### src/rtl/uyvy420_pkg.sv
// Shared types and constants for the UYVY to planar 4:2:0 chroma averager.
// No dependencies.
package uyvy420_pkg;

    localparam int CFG_ADDR_W = 1;
    localparam int CFG_DATA_W = 13;
    localparam int LP_W       = 11;
    localparam int FL_W       = 13;

    localparam logic [CFG_ADDR_W-1:0] REG_LINE_PAIRS  = 1'b0;
    localparam logic [CFG_ADDR_W-1:0] REG_FRAME_LINES = 1'b1;

    localparam logic [LP_W-1:0] LP_RESET = 11'd320;
    localparam logic [FL_W-1:0] FL_RESET = 13'd480;

    localparam int Q_AW    = 2;
    localparam int Q_DEPTH = 1 << Q_AW;

    // u in the lowest byte, matching the input tdata packing
    typedef struct packed {
        logic [7:0] y1;
        logic [7:0] v;
        logic [7:0] y0;
        logic [7:0] u;
    } pix_t;

    typedef struct packed {
        logic fend;
        logic last_col;
        logic lower;
    } flags_t;

    localparam int PIX_W   = $bits(pix_t);
    localparam int FLAGS_W = $bits(flags_t);

endpackage

### src/rtl/uyvy420_queue.sv
// Short FIFO decoupling the front end from the back end.
// Depends on uyvy420_pkg.
module uyvy420_queue #(
    parameter int W = 48
) (
    input  logic         aclk,
    input  logic         aresetn,
    input  logic         push,
    input  logic [W-1:0] push_data,
    output logic         full,
    input  logic         pop,
    output logic         q_valid,
    output logic [W-1:0] q_data
);
    import uyvy420_pkg::*;

    logic [W-1:0]    ent_reg [Q_DEPTH];
    logic [Q_AW-1:0] wr_reg, wr_next, rd_reg, rd_next;
    logic [Q_AW:0]   cnt_reg, cnt_next;

    assign full    = (cnt_reg == (Q_AW+1)'(Q_DEPTH));
    assign q_valid = (cnt_reg != '0);
    assign q_data  = ent_reg[rd_reg];

    always_comb begin
        wr_next  = push ? Q_AW'(wr_reg + Q_AW'(1)) : wr_reg;
        rd_next  = pop ? Q_AW'(rd_reg + Q_AW'(1)) : rd_reg;
        cnt_next = cnt_reg;
        if (push && !pop) begin
            cnt_next = (Q_AW+1)'(cnt_reg + (Q_AW+1)'(1));
        end else if (pop && !push) begin
            cnt_next = (Q_AW+1)'(cnt_reg - (Q_AW+1)'(1));
        end
    end

    always_ff @(posedge aclk) begin
        if (!aresetn) begin
            wr_reg  <= '0;
            rd_reg  <= '0;
            cnt_reg <= '0;
        end else begin
            wr_reg  <= wr_next;
            rd_reg  <= rd_next;
            cnt_reg <= cnt_next;
        end
    end

    always_ff @(posedge aclk) begin
        if (push) begin
            ent_reg[wr_reg] <= push_data;
        end
    end
endmodule

### config.mk
export PLATFORM = sky130hd
export DESIGN_NAME = uyvy420_queue
export DESIGN_NICKNAME = d
export VERILOG_FILES = /design/src/rtl/uyvy420_pkg.sv /design/src/rtl/uyvy420_queue.sv
export SDC_FILE = /design/constraint.sdc
export NUM_CORES = 1
export LEC_CHECK = 0
export ABC_CLOCK_PERIOD_IN_PS = 5730
export BUFFER_PORTS_ARGS = -buffer_cell sky130_fd_sc_hd__buf_2
export CORE_AREA = 2 2 119 121
export DETAILED_ROUTE_END_ITERATION = 8
export DIE_AREA = 0 0 121 123
export PLACE_DENSITY = 0.85
export SYNTH_ARGS = -nofsm -noshare
export SYNTH_HDL_FRONTEND = slang
export SYNTH_SLANG_ARGS = --single-unit
### constraint.sdc
create_clock -name aclk -period 5.73 [get_ports aclk]
set_clock_uncertainty 0.1 [all_clocks]
set_input_delay 1.146 -clock aclk [delete_from_list [all_inputs] [get_ports aclk]]
set_output_delay 1.146 -clock aclk [all_outputs]
set_load 0.1 [all_outputs]
* Word-level counts from Yosys, hierarchy flattened
Memories as Yosys holds them, arrays and structs flattened. A register that Yosys moved wholly into a read port is not among the register bits.
Cells that the tools add are included.
** Word-level totals
- RAM bits :: 192
- Output and inout bits :: 50
- Register bits :: 7
- Memories :: 1
- Input bits :: 52
- Word-level logic and storage cells :: 21
** Memory list
- ent_reg :: words 4, bits a word 48, read ports 1, clocked after memory_dff 1, wr ports 1, RTL line uyvy420_queue.sv:17 : logic [W-1:0] ent_reg [Q_DEPTH];
** Operators by class
- Equality and inequality tests :: 1
- Reduce and logical (&&, ||, !) cells :: 6
- Mux-type cells :: 6
- $add $sub $neg :: 4
** Operators by type and width (number)
- 2-to-1 mux 3 bit :: 2
- adder 2 x 1 -> 2 bit, second input constant :: 2
- 2-to-1 mux 2 bit :: 2
- adder 3 x 1 -> 3 bit, second input constant :: 1
- equality test 3 bit, second input constant :: 1
- nonzero test 3 bit :: 1
- subtractor 3 x 1 -> 3 bit, second input constant :: 1
- logical AND 1 bit :: 2
- zero test 1 bit :: 2
- 2-to-1 mux 1 bit :: 2
- nonzero test 2 bit :: 1

* Longest topological paths before layout
- Word-level depth :: 4
- Depth in mapped cells :: 7
- Mapped depth without buffers :: 7

* Worst setup path before layout
Ideal clock, no wire load.
- Path kind :: register -> output
- Start :: reg cnt_reg[0]
- End :: out full
- Stages on the path, launching flop included :: 2
- Path slack :: 1935 ps
- Path buffers :: 0
- Data arrival time :: 2549 ps
- Path through :: dfxtp_1 nor3b_1
** On the way
- Longest elaborated chain between the ends :: 1
** RTL lines
- start: declaration :: RTL line uyvy420_queue.sv:19 : logic [Q_AW:0] cnt_reg, cnt_next;
- start signal: assignment :: RTL line uyvy420_queue.sv:44 : cnt_reg <= cnt_next;
- equality test 3 bit :: RTL line uyvy420_queue.sv:21 : assign full = (cnt_reg == (Q_AW+1)'(Q_DEPTH));
- end: declaration :: RTL line uyvy420_queue.sv:10 : output logic full,
Every way passes these cells.

==> results.json <==
{
  "status": "complete, no violations",
  "dieArea_um2": 14900,
  "drt_wl_total_um": 12400,
  "synth_compound_area_frac": 0.00170,
  "htreeDepth": 1,
  "rsz0062_at_grt": "false",
  "yosys_most_used_dff": "edfxtp_1",
  "dp_cells": 569,
  "syn_area_um2": 7360,
  "yosysSeqAreaShare": 0.807,
  "insertion_delay_ps": 480,
  "muxShareOfSynthArea": 0.150,
  "synth_top_area_frac": 0.783,
  "grt_util_all_layers": 0.172,
  "drc_errors": 0,
  "yosys.area_share.adder": 0.0112,
  "finalSetupViolCount": 0,
  "routabilityCongestion": 0.741,
  "start_util": 0.541,
  "place_ws_ps": 2470,
  "hold_buffers": 0,
  "yosys.area_share.xor_xnor": 0.00595,
  "synthTopCellsByArea": "edfxtp_1, mux4_2, dfxtp_1",
  "p_leak_nw": 3.01,
  "synth_cell_types": 20,
  "holdWs_ps": 434,
  "first_global_vias": 3556,
  "chipHeight_um": 123,
  "clockBufferDepth": 3,
  "dr_wl_met2_um": 6250,
  "synth_edf_count": 192,
  "crit_fanout": 48,
  "async_flop_share": 0,
  "pin_count": 102,
  "die_w_um": 121,
  "topRoutingLayerUsed": "met5",
  "synth_top_family_by_area": "multiplexers",
  "required_ps": 4480,
  "register_area_um2": 5950,
  "final_nets": 470,
  "drt_pass1_iterations": 4,
  "ys_warn_count": 0,
  "cts_buffers": 21,
  "finalSetupTns_ps": 0,
  "final_cells": 606,
  "clk_pin_slew_worst_paths_ps": 60,
  "antenna_found_initial": 1,
  "multi_input_area_um2": 1340,
  "relSlewSlack": 0.349,
  "p_per_area_nw_per_um2": 430,
  "dpl-instance-area_um2": 8070,
  "cap_violations": 0,
  "fin_ws_ps": 2020,
  "drv_slew": 0,
  "synth_nets": 351,
  "crit_type": "register to primary output",
  "synth_area_leader_cell": "edfxtp_1",
  "tightestPinTransition_ps": 977,
  "ys_ff_latch": 201,
  "grt_pass1_wl_um": 19500,
  "cp-start-kind": "register",
  "portBuffers": 101,
  "core_region_area_um2": 13600,
  "min_period_ps": 3710,
  "gr-total-overflow": 0,
  "viasPerCell": 5.45,
  "hold_violations": 0,
  "root_buffer": "clkbuf_16",
  "cts_sinks": 201,
  "wl_met3_um": 694,
  "dp_hpwl_um": 7440,
  "rows": 43,
  "yosysMostFrequentCell": "edfxtp_1",
  "vias": 3305,
  "wl_per_cell_um": 20.5,
  "met1_length_um": 5280,
  "crit_path_end_kind": "primary output",
  "design_area_um2": 8780,
  "hold_path_class": "register to register",
  "cts_tree": "built",
  "post_cts_buffers": 0,
  "fin_crit_sh": 0.647,
  "drtIter0Drc": 293,
  "n_antenna_cell": 0,
  "grt_max_degree": 49,
  "fillers": 894,
  "yosys.area_share.simple": 0.0126,
  "synth_commonest_cells": "edfxtp_1, mux4_2, and2_1, dfxtp_1, ha_1",
  "syn_inst": 293,
  "drive_gt1_frac": 0.446,
  "cts_resized": 0,
  "largest_reg_flops": 192,
  "peakVddDrop_v": 0.000251,
  "crit_arrival_ps": 2460,
  "synthToLayoutAreaGrowth_pct": 19.2,
  "ant_nets": 0,
  "syn_area_per_cell_um2": 25.1,
  "fmax_mhz": 270
}
## logic make-up after synthesis
kind of cell               count (synthesis)
AOI/OAI and AO/OA                          2
and+or+nand+nor                           15
adders and majority gates                  6
buffers and inverters                     14
muxes                                     50
DFF                                      201
xor gates and xnor gates                   5
## final timing paths
path,depth (start not counted),slack (ps),end,from
min,2,430,cnt_reg[2],cnt_reg[2]
max reg2reg,4,3640,ent_reg[2][45],wr_reg[0]
max,2,2020,q_data[25],register
min reg2reg,2,430,cnt_reg[2],cnt_reg[2]
## metrics by stage
step,total power [mW],utilization
after floorplan,2.32,-
after global placement,2.42,0.593
after detailed placement,2.43,0.593
final,3.77,0.645
after CTS,3.81,0.645
after global routing,3.89,0.645
## cell usage in the layout, fill, tap and decap left out, types with 3 or more instances in the layout
cell | netlist | layout
buf_4 | 2 | 5
and2_2 | 0 | 4
buf_2 | 3 | 101
ha_1 | 5 | 5
inv_1 | 4 | 4
clkbuf_1 | 2 | 6
mux4_2 | 48 | 48
and2_1 | 9 | 5
bufinv_16 | 0 | 4
clkbuf_16 | 0 | 21
dfxtp_1 | 9 | 7
edfxtp_1 | 192 | 192
clkinv_2 | 0 | 3
xor2_1 | 3 | 3
## per-layer routing
metal / vias to the layer above / global-route usage
met4: 2 / 0.0422
met5: - / 0
met2: 95 / 0.279
met3: 16 / 0.0374
met1: 1719 / 0.246
li1: 1473 / -
## critical path, cell delays in order, from the launching register on
cell and delay (ps):
dfxtp_4 1000, mux4_2 630, buf_2 310
## power by group
part	total (mW)	switching [mW]	internal [mW]
Clock	1.38	0.509	0.869
Sequential	1.73	0.0442	1.69
Combinational	0.663	0.521	0.141
## layout make-up
| type | instances | area share |
|---|---|---|
| well taps | 180 | 0.0256 |
| clock buffers | 28 | 0.0640 |
| flip-flops and latches | 201 | 0.678 |
| inverters | 4 | 0.00171 |
| multi-input cells | 78 | 0.152 |
| repair buffers | 106 | 0.0618 |
| clock inverters | 9 | 0.0168 |
No activity file was read; power rests on OpenSTA's default activity.
