==> config.mk <==
export PLATFORM = sky130hd
export DESIGN_NAME = uyvy420_front
export DESIGN_NICKNAME = d
export VERILOG_FILES = /design/src/rtl/uyvy420_pkg.sv /design/src/rtl/uyvy420_front.sv
export SDC_FILE = /design/constraint.sdc
export NUM_CORES = 1
export LEC_CHECK = 0
export BUFFER_PORTS_ARGS = -buffer_cell sky130_fd_sc_hd__clkbuf_2
export CAP_MARGIN = 20
export CORE_MARGIN = 2
export CORE_UTILIZATION = 25
export CTS_BUF_LIST = sky130_fd_sc_hd__clkbuf_16
export CTS_CLUSTER_SIZE = 12
export DETAILED_ROUTE_END_ITERATION = 16
export GPL_ROUTABILITY_DRIVEN = 0
export GPL_TIMING_DRIVEN = 0
export PLACE_DENSITY = 0.42
export SLEW_MARGIN = 20
export SYNTH_ARGS = -nofsm -noshare
export SYNTH_HDL_FRONTEND = slang
export SYNTH_SLANG_ARGS = --single-unit
export TNS_END_PERCENT = 50
==> constraint.sdc <==
create_clock -name aclk -period 3.6 [get_ports aclk]
set_input_delay 0.18 -clock aclk [delete_from_list [all_inputs] [get_ports aclk]]
set_output_delay 0.18 -clock aclk [all_outputs]
set_load 0.01 [all_outputs]
==> src/rtl/uyvy420_pkg.sv <==
// Shared types and constants for the UYVY to planar 4:2:0 chroma averager.
// No dependencies.
package uyvy420_pkg;

    localparam int CFG_ADDR_W = 1;
    localparam int CFG_DATA_W = 13;
    localparam int LP_W       = 11;
    localparam int FL_W       = 13;

    localparam logic [CFG_ADDR_W-1:0] REG_LINE_PAIRS  = 1'b0;
    localparam logic [CFG_ADDR_W-1:0] REG_FRAME_LINES = 1'b1;

    localparam logic [LP_W-1:0] LP_RESET = 11'd320;
    localparam logic [FL_W-1:0] FL_RESET = 13'd480;

    localparam int Q_AW    = 2;
    localparam int Q_DEPTH = 1 << Q_AW;

    // u in the lowest byte, matching the input tdata packing
    typedef struct packed {
        logic [7:0] y1;
        logic [7:0] v;
        logic [7:0] y0;
        logic [7:0] u;
    } pix_t;

    typedef struct packed {
        logic fend;
        logic last_col;
        logic lower;
    } flags_t;

    localparam int PIX_W   = $bits(pix_t);
    localparam int FLAGS_W = $bits(flags_t);

endpackage

==> src/rtl/uyvy420_front.sv <==
// Front end: config registers, column/line counters, per-request classification.
// Depends on uyvy420_pkg.
module uyvy420_front #(
    parameter int MAX_LINE_PAIRS = 1024,
    parameter int MAX_LINES      = 4096
) (
    input  logic                                   aclk,
    input  logic                                   aresetn,
    input  logic                                   cfg_valid,
    output logic                                   cfg_ready,
    input  logic [uyvy420_pkg::CFG_ADDR_W-1:0]     cfg_addr,
    input  logic [uyvy420_pkg::CFG_DATA_W-1:0]     cfg_data,
    input  logic                                   in_valid,
    output logic                                   in_ready,
    input  uyvy420_pkg::pix_t                      in_pix,
    input  logic                                   q_full,
    output logic                                   push,
    output uyvy420_pkg::pix_t                      push_pix,
    output uyvy420_pkg::flags_t                    push_flags,
    output logic [(MAX_LINE_PAIRS > 1 ? $clog2(MAX_LINE_PAIRS) : 1)-1:0] push_slot
);
    import uyvy420_pkg::*;

    localparam int CW  = (MAX_LINE_PAIRS > 1) ? $clog2(MAX_LINE_PAIRS) : 1;
    localparam int WW0 = $clog2(MAX_LINE_PAIRS + 1);
    localparam int XW  = (LP_W > WW0) ? LP_W : WW0;
    localparam int RW  = $clog2(MAX_LINES);
    localparam int YW0 = $clog2(MAX_LINES + 2);
    localparam int YW  = (FL_W > YW0) ? FL_W : YW0;

    logic [LP_W-1:0] line_pairs_reg, line_pairs_next;
    logic [FL_W-1:0] frame_lines_reg, frame_lines_next;
    logic [CW-1:0]   col_reg, col_next;
    logic [RW-1:0]   row_reg, row_next;

    logic [XW-1:0] lp_x, width_c;
    logic [YW-1:0] fl_x, lines_c;
    logic          last_col, last_row, near_end, lower, accept;

    assign cfg_ready = 1'b1;
    assign in_ready  = !q_full;
    assign accept    = in_valid && in_ready;

    always_comb begin
        line_pairs_next  = line_pairs_reg;
        frame_lines_next = frame_lines_reg;
        if (cfg_valid) begin
            case (cfg_addr)
                REG_LINE_PAIRS:  line_pairs_next  = cfg_data[LP_W-1:0];
                REG_FRAME_LINES: frame_lines_next = cfg_data[FL_W-1:0];
                default: ;
            endcase
        end
    end

    always_comb begin
        lp_x = XW'(line_pairs_reg);
        fl_x = YW'(frame_lines_reg);
        if (lp_x == '0) begin
            width_c = XW'(1);
        end else if (lp_x > XW'(MAX_LINE_PAIRS)) begin
            width_c = XW'(MAX_LINE_PAIRS);
        end else begin
            width_c = lp_x;
        end
        if (fl_x == '0) begin
            lines_c = YW'(1);
        end else if (fl_x > YW'(MAX_LINES)) begin
            lines_c = YW'(MAX_LINES);
        end else begin
            lines_c = fl_x;
        end
        last_col = (XW'(col_reg) + XW'(1)) >= width_c;
        last_row = (YW'(row_reg) + YW'(1)) >= lines_c;
        near_end = (YW'(row_reg) + YW'(2)) >= lines_c;
        lower    = row_reg[0];
    end

    always_comb begin
        col_next = col_reg;
        row_next = row_reg;
        if (accept) begin
            if (last_col) begin
                col_next = '0;
                row_next = last_row ? '0 : RW'(row_reg + RW'(1));
            end else begin
                col_next = CW'(col_reg + CW'(1));
            end
        end
    end

    always_ff @(posedge aclk) begin
        if (!aresetn) begin
            line_pairs_reg  <= LP_RESET;
            frame_lines_reg <= FL_RESET;
            col_reg         <= '0;
            row_reg         <= '0;
        end else begin
            line_pairs_reg  <= line_pairs_next;
            frame_lines_reg <= frame_lines_next;
            col_reg         <= col_next;
            row_reg         <= row_next;
        end
    end

    // unpaired last line is consumed without a request to the back end
    assign push                = accept && !(!lower && last_row);
    assign push_pix            = in_pix;
    assign push_flags.lower    = lower;
    assign push_flags.last_col = last_col;
    assign push_flags.fend     = lower && last_col && near_end;
    assign push_slot           = col_reg;
endmodule

## Word level (Yosys, flattened, before mapping)

Index checks and enable logic that the tools add are counted.

| cells by class | value |
|---|---|
| add/sub/neg operators | 5 |
| magnitude comparators | 5 |
| mux-type cells | 6 |
| bitwise logic cells | 1 |
| reduce and logical (&&, ||, !) cells | 13 |

Operators by type and width:

| cell | count |
|---|---|
| greater-or-equal comparator 13 bit | 2 |
| two-way mux 13 bit | 2 |
| two-way mux 11 bit | 2 |
| adder 12 x 1 -> 13 bit, second input constant | 1 |
| adder 12 x 2 -> 13 bit, second input constant | 1 |
| greater-than comparator 13 bit, second input constant | 1 |
| zero test 13 bit | 1 |
| adder 12 x 1 -> 12 bit, second input constant | 1 |
| two-way mux 12 bit | 1 |
| adder 10 x 1 -> 11 bit, second input constant | 1 |
| greater-or-equal comparator 11 bit | 1 |
| greater-than comparator 11 bit, second input constant | 1 |
| zero test 11 bit | 1 |
| adder 10 x 1 -> 10 bit, second input constant | 1 |
| two-way mux 10 bit | 1 |
| AND reduction 2 bit | 3 |
| logical AND 1 bit | 5 |
| zero test 1 bit | 3 |
| NOT 1 bit | 1 |

| storage, ports and cells | value |
|---|---|
| register bits after elaboration | 46 |
| bits of input ports | 51 |
| output and inout bits | 48 |
| logic and storage cells | 34 |

## Logic depth before layout (Yosys ltp)

Gate-level depths: netlist (run 1).

| logic depth | value |
|---|---|
| depth after elaboration | 7 |
| gate-level depth with buffers | 14 |
| gate-level depth less buffers | 12 |

## Worst setup path after synthesis (run 1)

No wires, ideal clock.

| timing | value |
|---|---|
| kind | register to output |
| start | register row_reg[0] |
| end | output port push |
| data arrival time | 2.776 ns |
| required time | 3.420 ns |
| path slack | 0.644 ns |
| stages on the path, launching flop included | 14 |
| buffers on the path | 2 |
| path through | dfxtp_1 -> ha_1 -> nand3_1 -> or2_1 -> buf_6 -> nor2_1 -> xor2_1 -> ha_1 -> nand3_1 -> a21boi_0 -> nor4_2 -> buf_2 -> nor2_1 -> nor2_1 |

| between the ends | value |
|---|---|
| cells in the longest elaborated chain, start to end | 5 |
| elaborated cells on any way between the ends | 6 |
| those cells by class | add/sub (1); order compare (1); reduce/logical (4) |

Ends and longest elaborated chain:

| what | RTL line | source |
|---|---|---|
| from (decl) | uyvy420_front.sv:34 | `logic [RW-1:0] row_reg, row_next;` |
| from (signal assigned) | uyvy420_front.sv:102 | `row_reg <= row_next;` |
| adder 12 x 1 -> 13 bit | uyvy420_front.sv:74 | `last_row = (YW'(row_reg) + YW'(1)) >= lines_c;` |
| greater-or-equal comparator 13 bit | uyvy420_front.sv:74 |  |
| logical AND 1 bit * | uyvy420_front.sv:107 | `assign push = accept && !(!lower && last_row);` |
| zero test 1 bit * | uyvy420_front.sv:107 |  |
| logical AND 1 bit * | uyvy420_front.sv:107 |  |
| to (decl) | uyvy420_front.sv:17 | `output logic push,` |

Every way passes the cells marked *; elsewhere a longest branch is shown, timed or not.

## Worst setup path after layout (run 1)

Same ends and word-level chain as after synthesis.

==> flow_summary.ini, run 1 <==
[clock_network]
clk_latency_ps = 290
clk_path_buf_depth = 2
clkSlewWorstSetupHoldPaths_ps = 70
numCtsBuffers = 5
clock_sinks = 46
htreeDepth = 2
cts_tree = done
ctsHoldBuffers = 0
root_buffer = clkbuf_16

[global_routing]
grt_max_degree = 15
overflow = 0
grt_pass1_vias = 3084
grt_antenna_before_repair = 0
grt_first_pass_wirelength_um = 15600
grtUsageTotal_pct = 13.3

[synth]
synthDistinctLibCells = 53
ys_warn_count = 0
yosys.area.top_type_share_pct = 26.5
ys_ff_latch = 46
synth-edff-count = 0
synth_seq_area_share_pct = 26.5
syn_area_um2 = 3470
syn_inst = 444
syn_area_per_cell_um2 = 7.82
yosys.area.top_type = dfxtp_1
ys_top_cells_by_area = dfxtp_1, ha_1, nand2_1
async_flop_share_pct = 0
ys.flop_type = dfxtp_1
synthesis.nets = 535

[layout]
final_common_cell = nand2_1
syn2layout_area_growth_pct = 22.5
fillers = 1506
antenna_cells = 0
nets = 607
final_area_um2 = 4250
largest_register_ff_count = 13
final_cell_mix = nand2_1, clkbuf_2, dfxtp_1
drive_gt1_share_pct = 25.9
final_util_pct = 31.0

[floorplanning]
die_area_um2 = 14800
die_w_um = 122
start_util_pct = 25.3
core_area_um2 = 13700
die_h_um = 122
core.rowCount = 43
io_pins = 99

[route]
ant_nets = 0
dr.pass1.iters = 4
avgViaCountPerCell = 4.57
drc_errors = 0
wire_per_inst_um = 13.7
drt-total-wl_um = 9560
drtIter0Drc = 100
dr_total_vias = 3186

[timing]
hold_viol_final = 0
relSlewSlack_pct = 51.1
worst_slack_ps = 197
rsz0062_at_grt = false
period_needed_ps = 3400
setup_viol = 0
skew_ps = 7.41
slew_viol_final = 0
fmax_mhz = 294
tightestPinTransition_ps = 732
period_share_pct = 94.5

[critical_path]
required_ps = 3420
cp-start-kind = flop
slowest_delay_ps = 440
worstPathMaxFanout = 10
setup.worst_path.class = reg -> out
path_buf_inv = 3
path_cells = ha_4 -> nand3_2 -> or2_1 -> buf_6 -> nor2_2 -> xor2_1 -> ha_1 -> nand4_1 -> a211o_1 -> a31oi_2 -> nor4_4 -> buf_6 -> nor2_1 -> nor2_1 -> clkbuf_2
worstSetupEndpointType = output port
cp_slowest_cell = dfxtp_4
cp.arrival_ps = 3220
cp_top_family = simple AND/OR/NAND/NOR gates

[place]
dp_hpwl_um = 7730
dpl_cell_area_um2 = 4020
dpl_worst_slack_ps = -191
io_buffers = 64

[run]
maxCapViolCount = 0

[pwr]
power_uw = 1270
p_leak_uw = 0.00201
pwr_density_cell_nw_per_um2 = 299
vdd_drop_max_uv = 200

[worst_hold_path]
hold_path.class = in -> reg

[status]
status = complete, no violations
## worst paths after layout
kind,start,endpoint,slack (ps),depth (start not counted)
worst max-delay path,row_reg[0],push,200,15
worst min-delay path,cfg_data[11],fl_x[11],120,3
worst max register to register,push_slot[0],row_reg[0],400,12
worst min register to register,fl_x[0],fl_x[0],470,2
## cell families (layout without fill, tap and decap cells)
family / Yosys count / after routing / synth area share [%]
adder cells (fa/ha/maj): 40 / 40 / 14.4
XOR/XNOR: 26 / 26 / 6.56
AO/OA/AOI/OAI: 78 / 78 / 15.2
other: 1 / 1 / 0.108
flip-flops: 46 / 46 / 26.5
buffers and inverters: 65 / 138 / 11.5
AND/OR/NAND/NOR: 188 / 188 / 25.7
## layout make-up
type / instances / area [um2] / area share, %
Buffer: 54 / 360 / 8.48
Clock buffer: 5 / 125 / 2.94
Clock inverter: 3 / 41.3 / 0.971
Inverter: 11 / 43.8 / 1.03
Multi-Input combinational cell: 333 / 2200 / 51.8
Sequential cell: 46 / 927 / 21.8
Tap cell: 180 / 225 / 5.30
Timing Repair Buffer: 65 / 328 / 7.71
## worst min-delay path: cells and delay by family
kind / cells / cell delay (ps)
buf+inv: 1 / 80
simple gates: 1 / 50
compound gates: 1 / 50
## cells in the mapped netlist, types with 9 or more instances
master / n
dfxtp_1: 46
nand3_1: 19
nand4_1: 11
nand2_1: 98
buf_4: 36
nor2_1: 20
xor2_1: 15
xnor2_1: 11
a21oi_1: 32
clkbuf_1: 12
inv_1: 9
ha_1: 40
## report_power, final
group / total [uW] / internal [uW] / switching [uW] / leakage, uW
sequential: 538 / 523 / 15.0 / 0.000376
combinational: 190 / 84.2 / 106 / 0.00155
clock: 544 / 326 / 218 / 0.0000812
## per-stage QoR
stage	hold slack [ps]	setup TNS [ps]	std cells
6_report	116	0	697
3_3_place_gp	414	-142	688
2_1_floorplan	304	0	444
4_1_cts	113	0	696
5_1_grt	140	0	697
3_5_place_dp	422	-319	688
## per-layer routing
metal  wire length (um)  GRT usage, %
met1               4720          18.6
met2               4270          21.6
met3                515          2.53
met4                 53          2.16
met5                  0             0
## repair_timing
| item | CTS | global route |
|---|---|---|
| pin swaps | 0 | 2 |
| endpoints found under the setup margin | 5 | 2 |
| setup buffers | 0 | 1 |
| gates cloned | 0 | 0 |
| resized for setup | 9 | 7 |
Note: power is estimated with default switching activity, not from simulation.
==> run 2, diff against run 1 <==
--- a/config.mk
+++ b/config.mk
@@ -15,6 +15,7 @@
 export GPL_ROUTABILITY_DRIVEN = 0
 export GPL_TIMING_DRIVEN = 0
 export PLACE_DENSITY = 0.42
+export RECOVER_POWER = 25
 export SLEW_MARGIN = 20
 export SYNTH_ARGS = -nofsm -noshare
 export SYNTH_HDL_FRONTEND = slang
==> run 2 against run 1 <==
Against the previous run:
- sequential share of layout area up 0.15 points
- total power decreased by 0.29%
- first-iteration DRC count grew 7.0%
- sequential power barely moved
- routed wire length grew 0.30%
- non-clock buffer count did not move
- clock skew barely moved
- critical endpoint unchanged
- highest routed layer unchanged
==> flow_summary.ini, run 2 (synthesized netlist as in run 1, its figures left out) <==
[layout]
final_area_um2 = 4220
drive_gt1_share_pct = 21.5
fin_cells = 697
syn2layout_area_growth_pct = 21.6
final_common_cell = nand2_1
largest_register_ff_count = 13
fillers = 1524
nets = 607
final_cell_mix = nand2_1, dfxtp_1, clkbuf_2
antenna_cells = 0

[floorplanning]
die_area_um2 = 14800
start_util_pct = 25.3
core_area_um2 = 13700
die_h_um = 122
die_w_um = 122
io_pins = 99
core.rowCount = 43

[route]
drt-total-wl_um = 9590
drc_errors = 0
drtIter0Drc = 107
avgViaCountPerCell = 4.59
dr.pass1.iters = 4
ant_nets = 0
dr_total_vias = 3199
wire_per_inst_um = 13.8

[worst_hold_path]
holdPathEnd = fl_x[11]
holdPathStages = 3
hp-start = cfg_data[11]
hold_path.class = in -> reg

[place]
io_buffers = 64
dpl_cell_area_um2 = 4020
dp_hpwl_um = 7730
dp.cells = 688
dpl_worst_slack_ps = -191

[clock_network]
clk_latency_ps = 290
htreeDepth = 2
clk_path_buf_depth = 2
clock_sinks = 46
root_buffer = clkbuf_16
clkSlewWorstSetupHoldPaths_ps = 70
cts_tree = done
numCtsBuffers = 5

[timing]
period_share_pct = 94.4
hold_viol_final = 0
final.setup.tns_ps = 0
rsz0062_at_grt = false
setup_viol = 0
tightestPinTransition_ps = 769
worst_slack_ps = 201
period_needed_ps = 3400
fmax_mhz = 294
relSlewSlack_pct = 48.6
skew_ps = 7.30
slew_viol_final = 0

[critical_path]
required_ps = 3420
rrSetupSlack_ps = 380
worstPathMaxFanout = 10
cp.arrival_ps = 3220
worstSetupEndpointType = output port
timing.rr.start = push_slot[0]
cp-start-kind = flop
r2r-end = row_reg[0]
setup.worst_path.class = reg -> out
r2r_cells = 12

[global_routing]
grt_antenna_before_repair = 0
grt_first_pass_wirelength_um = 15600
overflow = 0
grt_max_degree = 15
grt_pass1_vias = 3084
grtUsageTotal_pct = 13.3

[pwr]
power_uw = 1270
vdd_drop_max_uv = 200
pwr_density_cell_nw_per_um2 = 300
p_leak_uw = 0.00194

[run]
maxCapViolCount = 0

[status]
status = complete, no violations
[run 2: where the power goes]
| part | leakage [uW] | switching [uW] | internal [uW] |
|---|---|---|---|
| registers | 0.000376 | 15.0 | 523 |
| clock network | 0.0000812 | 218 | 326 |
| logic | 0.00149 | 106 | 80.7 |
| total | 0.00194 | 339 | 930 |
[run 2: what timing repair did]
action,in CTS,in global routing
hold endpoints to repair,0,0
pin swaps,0,2
hold buffers,0,0
resized for setup,9,7
endpoints found under the setup margin,5,2
cloned,0,0
buffers inserted,0,1
[run 2: metal layers]
layer,global-route usage [%],wire length (um),up-vias
met3,2.53,550,4
met1,18.6,4690,1450
met2,21.6,4290,85
met4,2.16,53,0
li1,-,-,1660
met5,0,0,-
[run 2: worst max-delay path, cell delays in order, from the launching register on]
cell and delay, ps:
dfxtp_4 440, ha_4 200, nand3_2 160, or2_1 260, buf_6 130, nor2_2 140
xor2_1 90, ha_1 300, nand4_1 150, a211o_1 320, a31oi_2 220, nor4_4 80
buf_6 170, nor2_1 80, nor2_1 40, clkbuf_2 130
[run 2: layout make-up]
cell class                 instances  area [um2]  area share (%)
timing repair buffer              65         299            7.08
inverter                          11        43.8            1.04
multi-input combinational        333        2200            52.1
tap                              180         225            5.33
buffer                            54         360            8.54
clock inverter                     3        41.3           0.978
sequential                        46         927            22.0
clock buffer                       5         125            2.96
[run 2: worst max-delay path by stage]
stage,endpoint,start,cells past startpoint
global route,push,row_reg[2],12
global placement,push,row_reg[0],15
finish,push,row_reg[0],15
detailed placement,push,row_reg[0],15
floorplan,push,row_reg[0],13
CTS,push,row_reg[1],15
[run 2: stage by stage]
step / utilization, % / hold WS (ps)
6_report: 30.8 / 117
5_1_grt: 30.8 / 140
4_1_cts: 30.8 / 113
3_5_place_dp: 29.3 / 422
3_3_place_gp: 29.3 / 414
2_1_floorplan: - / 304
==> run 3, diff against run 2 <==
--- a/config.mk
+++ b/config.mk
@@ -8,13 +8,13 @@
 export BUFFER_PORTS_ARGS = -buffer_cell sky130_fd_sc_hd__clkbuf_2
 export CAP_MARGIN = 20
 export CORE_MARGIN = 2
-export CORE_UTILIZATION = 25
+export CORE_UTILIZATION = 40
 export CTS_BUF_LIST = sky130_fd_sc_hd__clkbuf_16
 export CTS_CLUSTER_SIZE = 12
 export DETAILED_ROUTE_END_ITERATION = 16
 export GPL_ROUTABILITY_DRIVEN = 0
 export GPL_TIMING_DRIVEN = 0
-export PLACE_DENSITY = 0.42
+export PLACE_DENSITY = 0.62
 export RECOVER_POWER = 25
 export SLEW_MARGIN = 20
 export SYNTH_ARGS = -nofsm -noshare
==> run 3 against run 2 <==
Against the previous run:
- flip-flop and latch count did not move
- sequential share of layout area rose by 0.61 points
- largest cell class unchanged
- setup slack improved by 22 ps
- combinational power barely moved
- critical path type unchanged
==> flow_summary.ini, run 3 (synthesized netlist as in run 1, its figures left out) <==
[global_routing]
grt_first_pass_wirelength_um = 14300
grtUsageTotal_pct = 18.2
grt_max_degree = 14
grt_antenna_before_repair = 0
overflow = 0
grt_pass1_vias = 3025

[floorplanning]
core_area_um2 = 8300
start_util_pct = 41.8
core.rowCount = 33
die_h_um = 97.2
io_pins = 99
die_area_um2 = 9440
die_w_um = 97.2

[timing]
holdWs_ps = 122
period_share_pct = 93.8
hold_viol_final = 0
tightestPinTransition_ps = 743
fmax_mhz = 296
slew_viol_final = 0
relSlewSlack_pct = 50.4
period_needed_ps = 3380
setup_viol = 0
rsz0062_at_grt = false
skew_ps = 5.96

[critical_path]
worstPathMaxFanout = 10
cp.arrival_ps = 3200
cp-start-kind = flop
setup.worst_path.class = reg -> out
required_ps = 3420
r2r_cells = 12
rrSetupSlack_ps = 340
timing.rr.start = push_slot[0]
worstSetupEndpointType = output port
r2r-end = row_reg[0]

[layout]
largest_register_ff_count = 13
register_area_um2 = 926
final_area_um2 = 4100
fin_cells = 622
fillers = 827
syn2layout_area_growth_pct = 18.2
antenna_cells = 0
drive_gt1_share_pct = 20.7
final_common_cell = nand2_1
multiInputGateArea_um2 = 2180
final_cell_mix = nand2_1, dfxtp_1, clkbuf_2
nets = 608
final_util_pct = 49.4

[route]
avgViaCountPerCell = 5.25
drc_errors = 0
dr_total_vias = 3264
drt-total-wl_um = 8610
drtIter0Drc = 119
ant_nets = 0
wire_per_inst_um = 13.8
dr.pass1.iters = 4

[clock_network]
htreeDepth = 2
numCtsBuffers = 5
clk_path_buf_depth = 2
clk_latency_ps = 280
clock_sinks = 46
cts_tree = done
ctsHoldBuffers = 0
clkSlewWorstSetupHoldPaths_ps = 60
root_buffer = clkbuf_16

[pwr]
power_uw = 1230
vdd_drop_max_uv = 199
pwr_density_cell_nw_per_um2 = 299
p_leak_uw = 0.00193

[place]
io_buffers = 64
dp.cells = 613
dp_hpwl_um = 6910
dpl_cell_area_um2 = 3920

[status]
status = complete, no violations

[worst_hold_path]
holdPathEnd = fl_x[11]
holdPathStages = 3
hp-start = cfg_data[11]
hold_path.class = in -> reg

[run]
maxCapViolCount = 0
run 3: cell type report:
type / instances / share of cell area, %
well taps: 105 / 3.20
clock inverters: 2 / 0.824
plain buffers: 54 / 8.69
multi-input cells: 333 / 53.1
inverters: 11 / 1.07
clock buffers: 5 / 3.05
repair buffers: 66 / 7.47
flip-flops and latches: 46 / 22.6
run 3: worst max-delay path: stages (launching register included):
cell	delay, ps
dfxtp_4	440
ha_4	190
nand3_2	150
or2_1	260
buf_6	130
nor2_1	190
xor2_1	110
ha_1	310
nand4_1	130
a211o_1	300
a31oi_2	200
nor4_2	70
buf_4	150
nor2_1	90
nor2_1	40
clkbuf_2	130
run 3: layer usage:
layer | global-route usage [%] | vias to the layer above | routed length (um)
li1 | - | 1670 | -
met1 | 25.4 | 1493 | 4050
met2 | 30.1 | 94 | 4110
met3 | 2.37 | 7 | 384
met4 | 3.79 | 0 | 63
met5 | 0 | - | 0
run 3: how the worst max path moves through the flow:
stage               endpoint  cells after the start         start  slack (ps)
6_report                push                     15    row_reg[0]         220
5_1_grt        push_flags[1]                     12  push_slot[0]           8
4_1_cts                 push                     15    row_reg[0]          20
3_5_place_dp            push                     15    row_reg[0]         -30
3_3_place_gp            push                     15    row_reg[0]         -20
2_1_floorplan           push                     13    row_reg[0]         640
run 3: per-stage QoR:
stage	setup slack, ps	setup TNS [ps]
detailed placement	-25.7	-25.7
CTS	15.2	0
global placement	-25.0	-25.0
floorplan	644	0
global route	7.60	0
finish	223	0
run 3: what timing repair did:
action,in CTS,in global routing
endpoints found under the hold margin,0,0
setup endpoints to repair,1,2
pin swaps,1,1
gates resized for setup,4,5
buffers inserted,1,1
run 3: where the power goes:
| part | switching (uW) | total [uW] | internal (uW) |
|---|---|---|---|
| clock | 185 | 506 | 321 |
| combinational | 103 | 184 | 80.6 |
| sequential | 14.3 | 538 | 524 |
| total | 303 | 1230 | 925 |
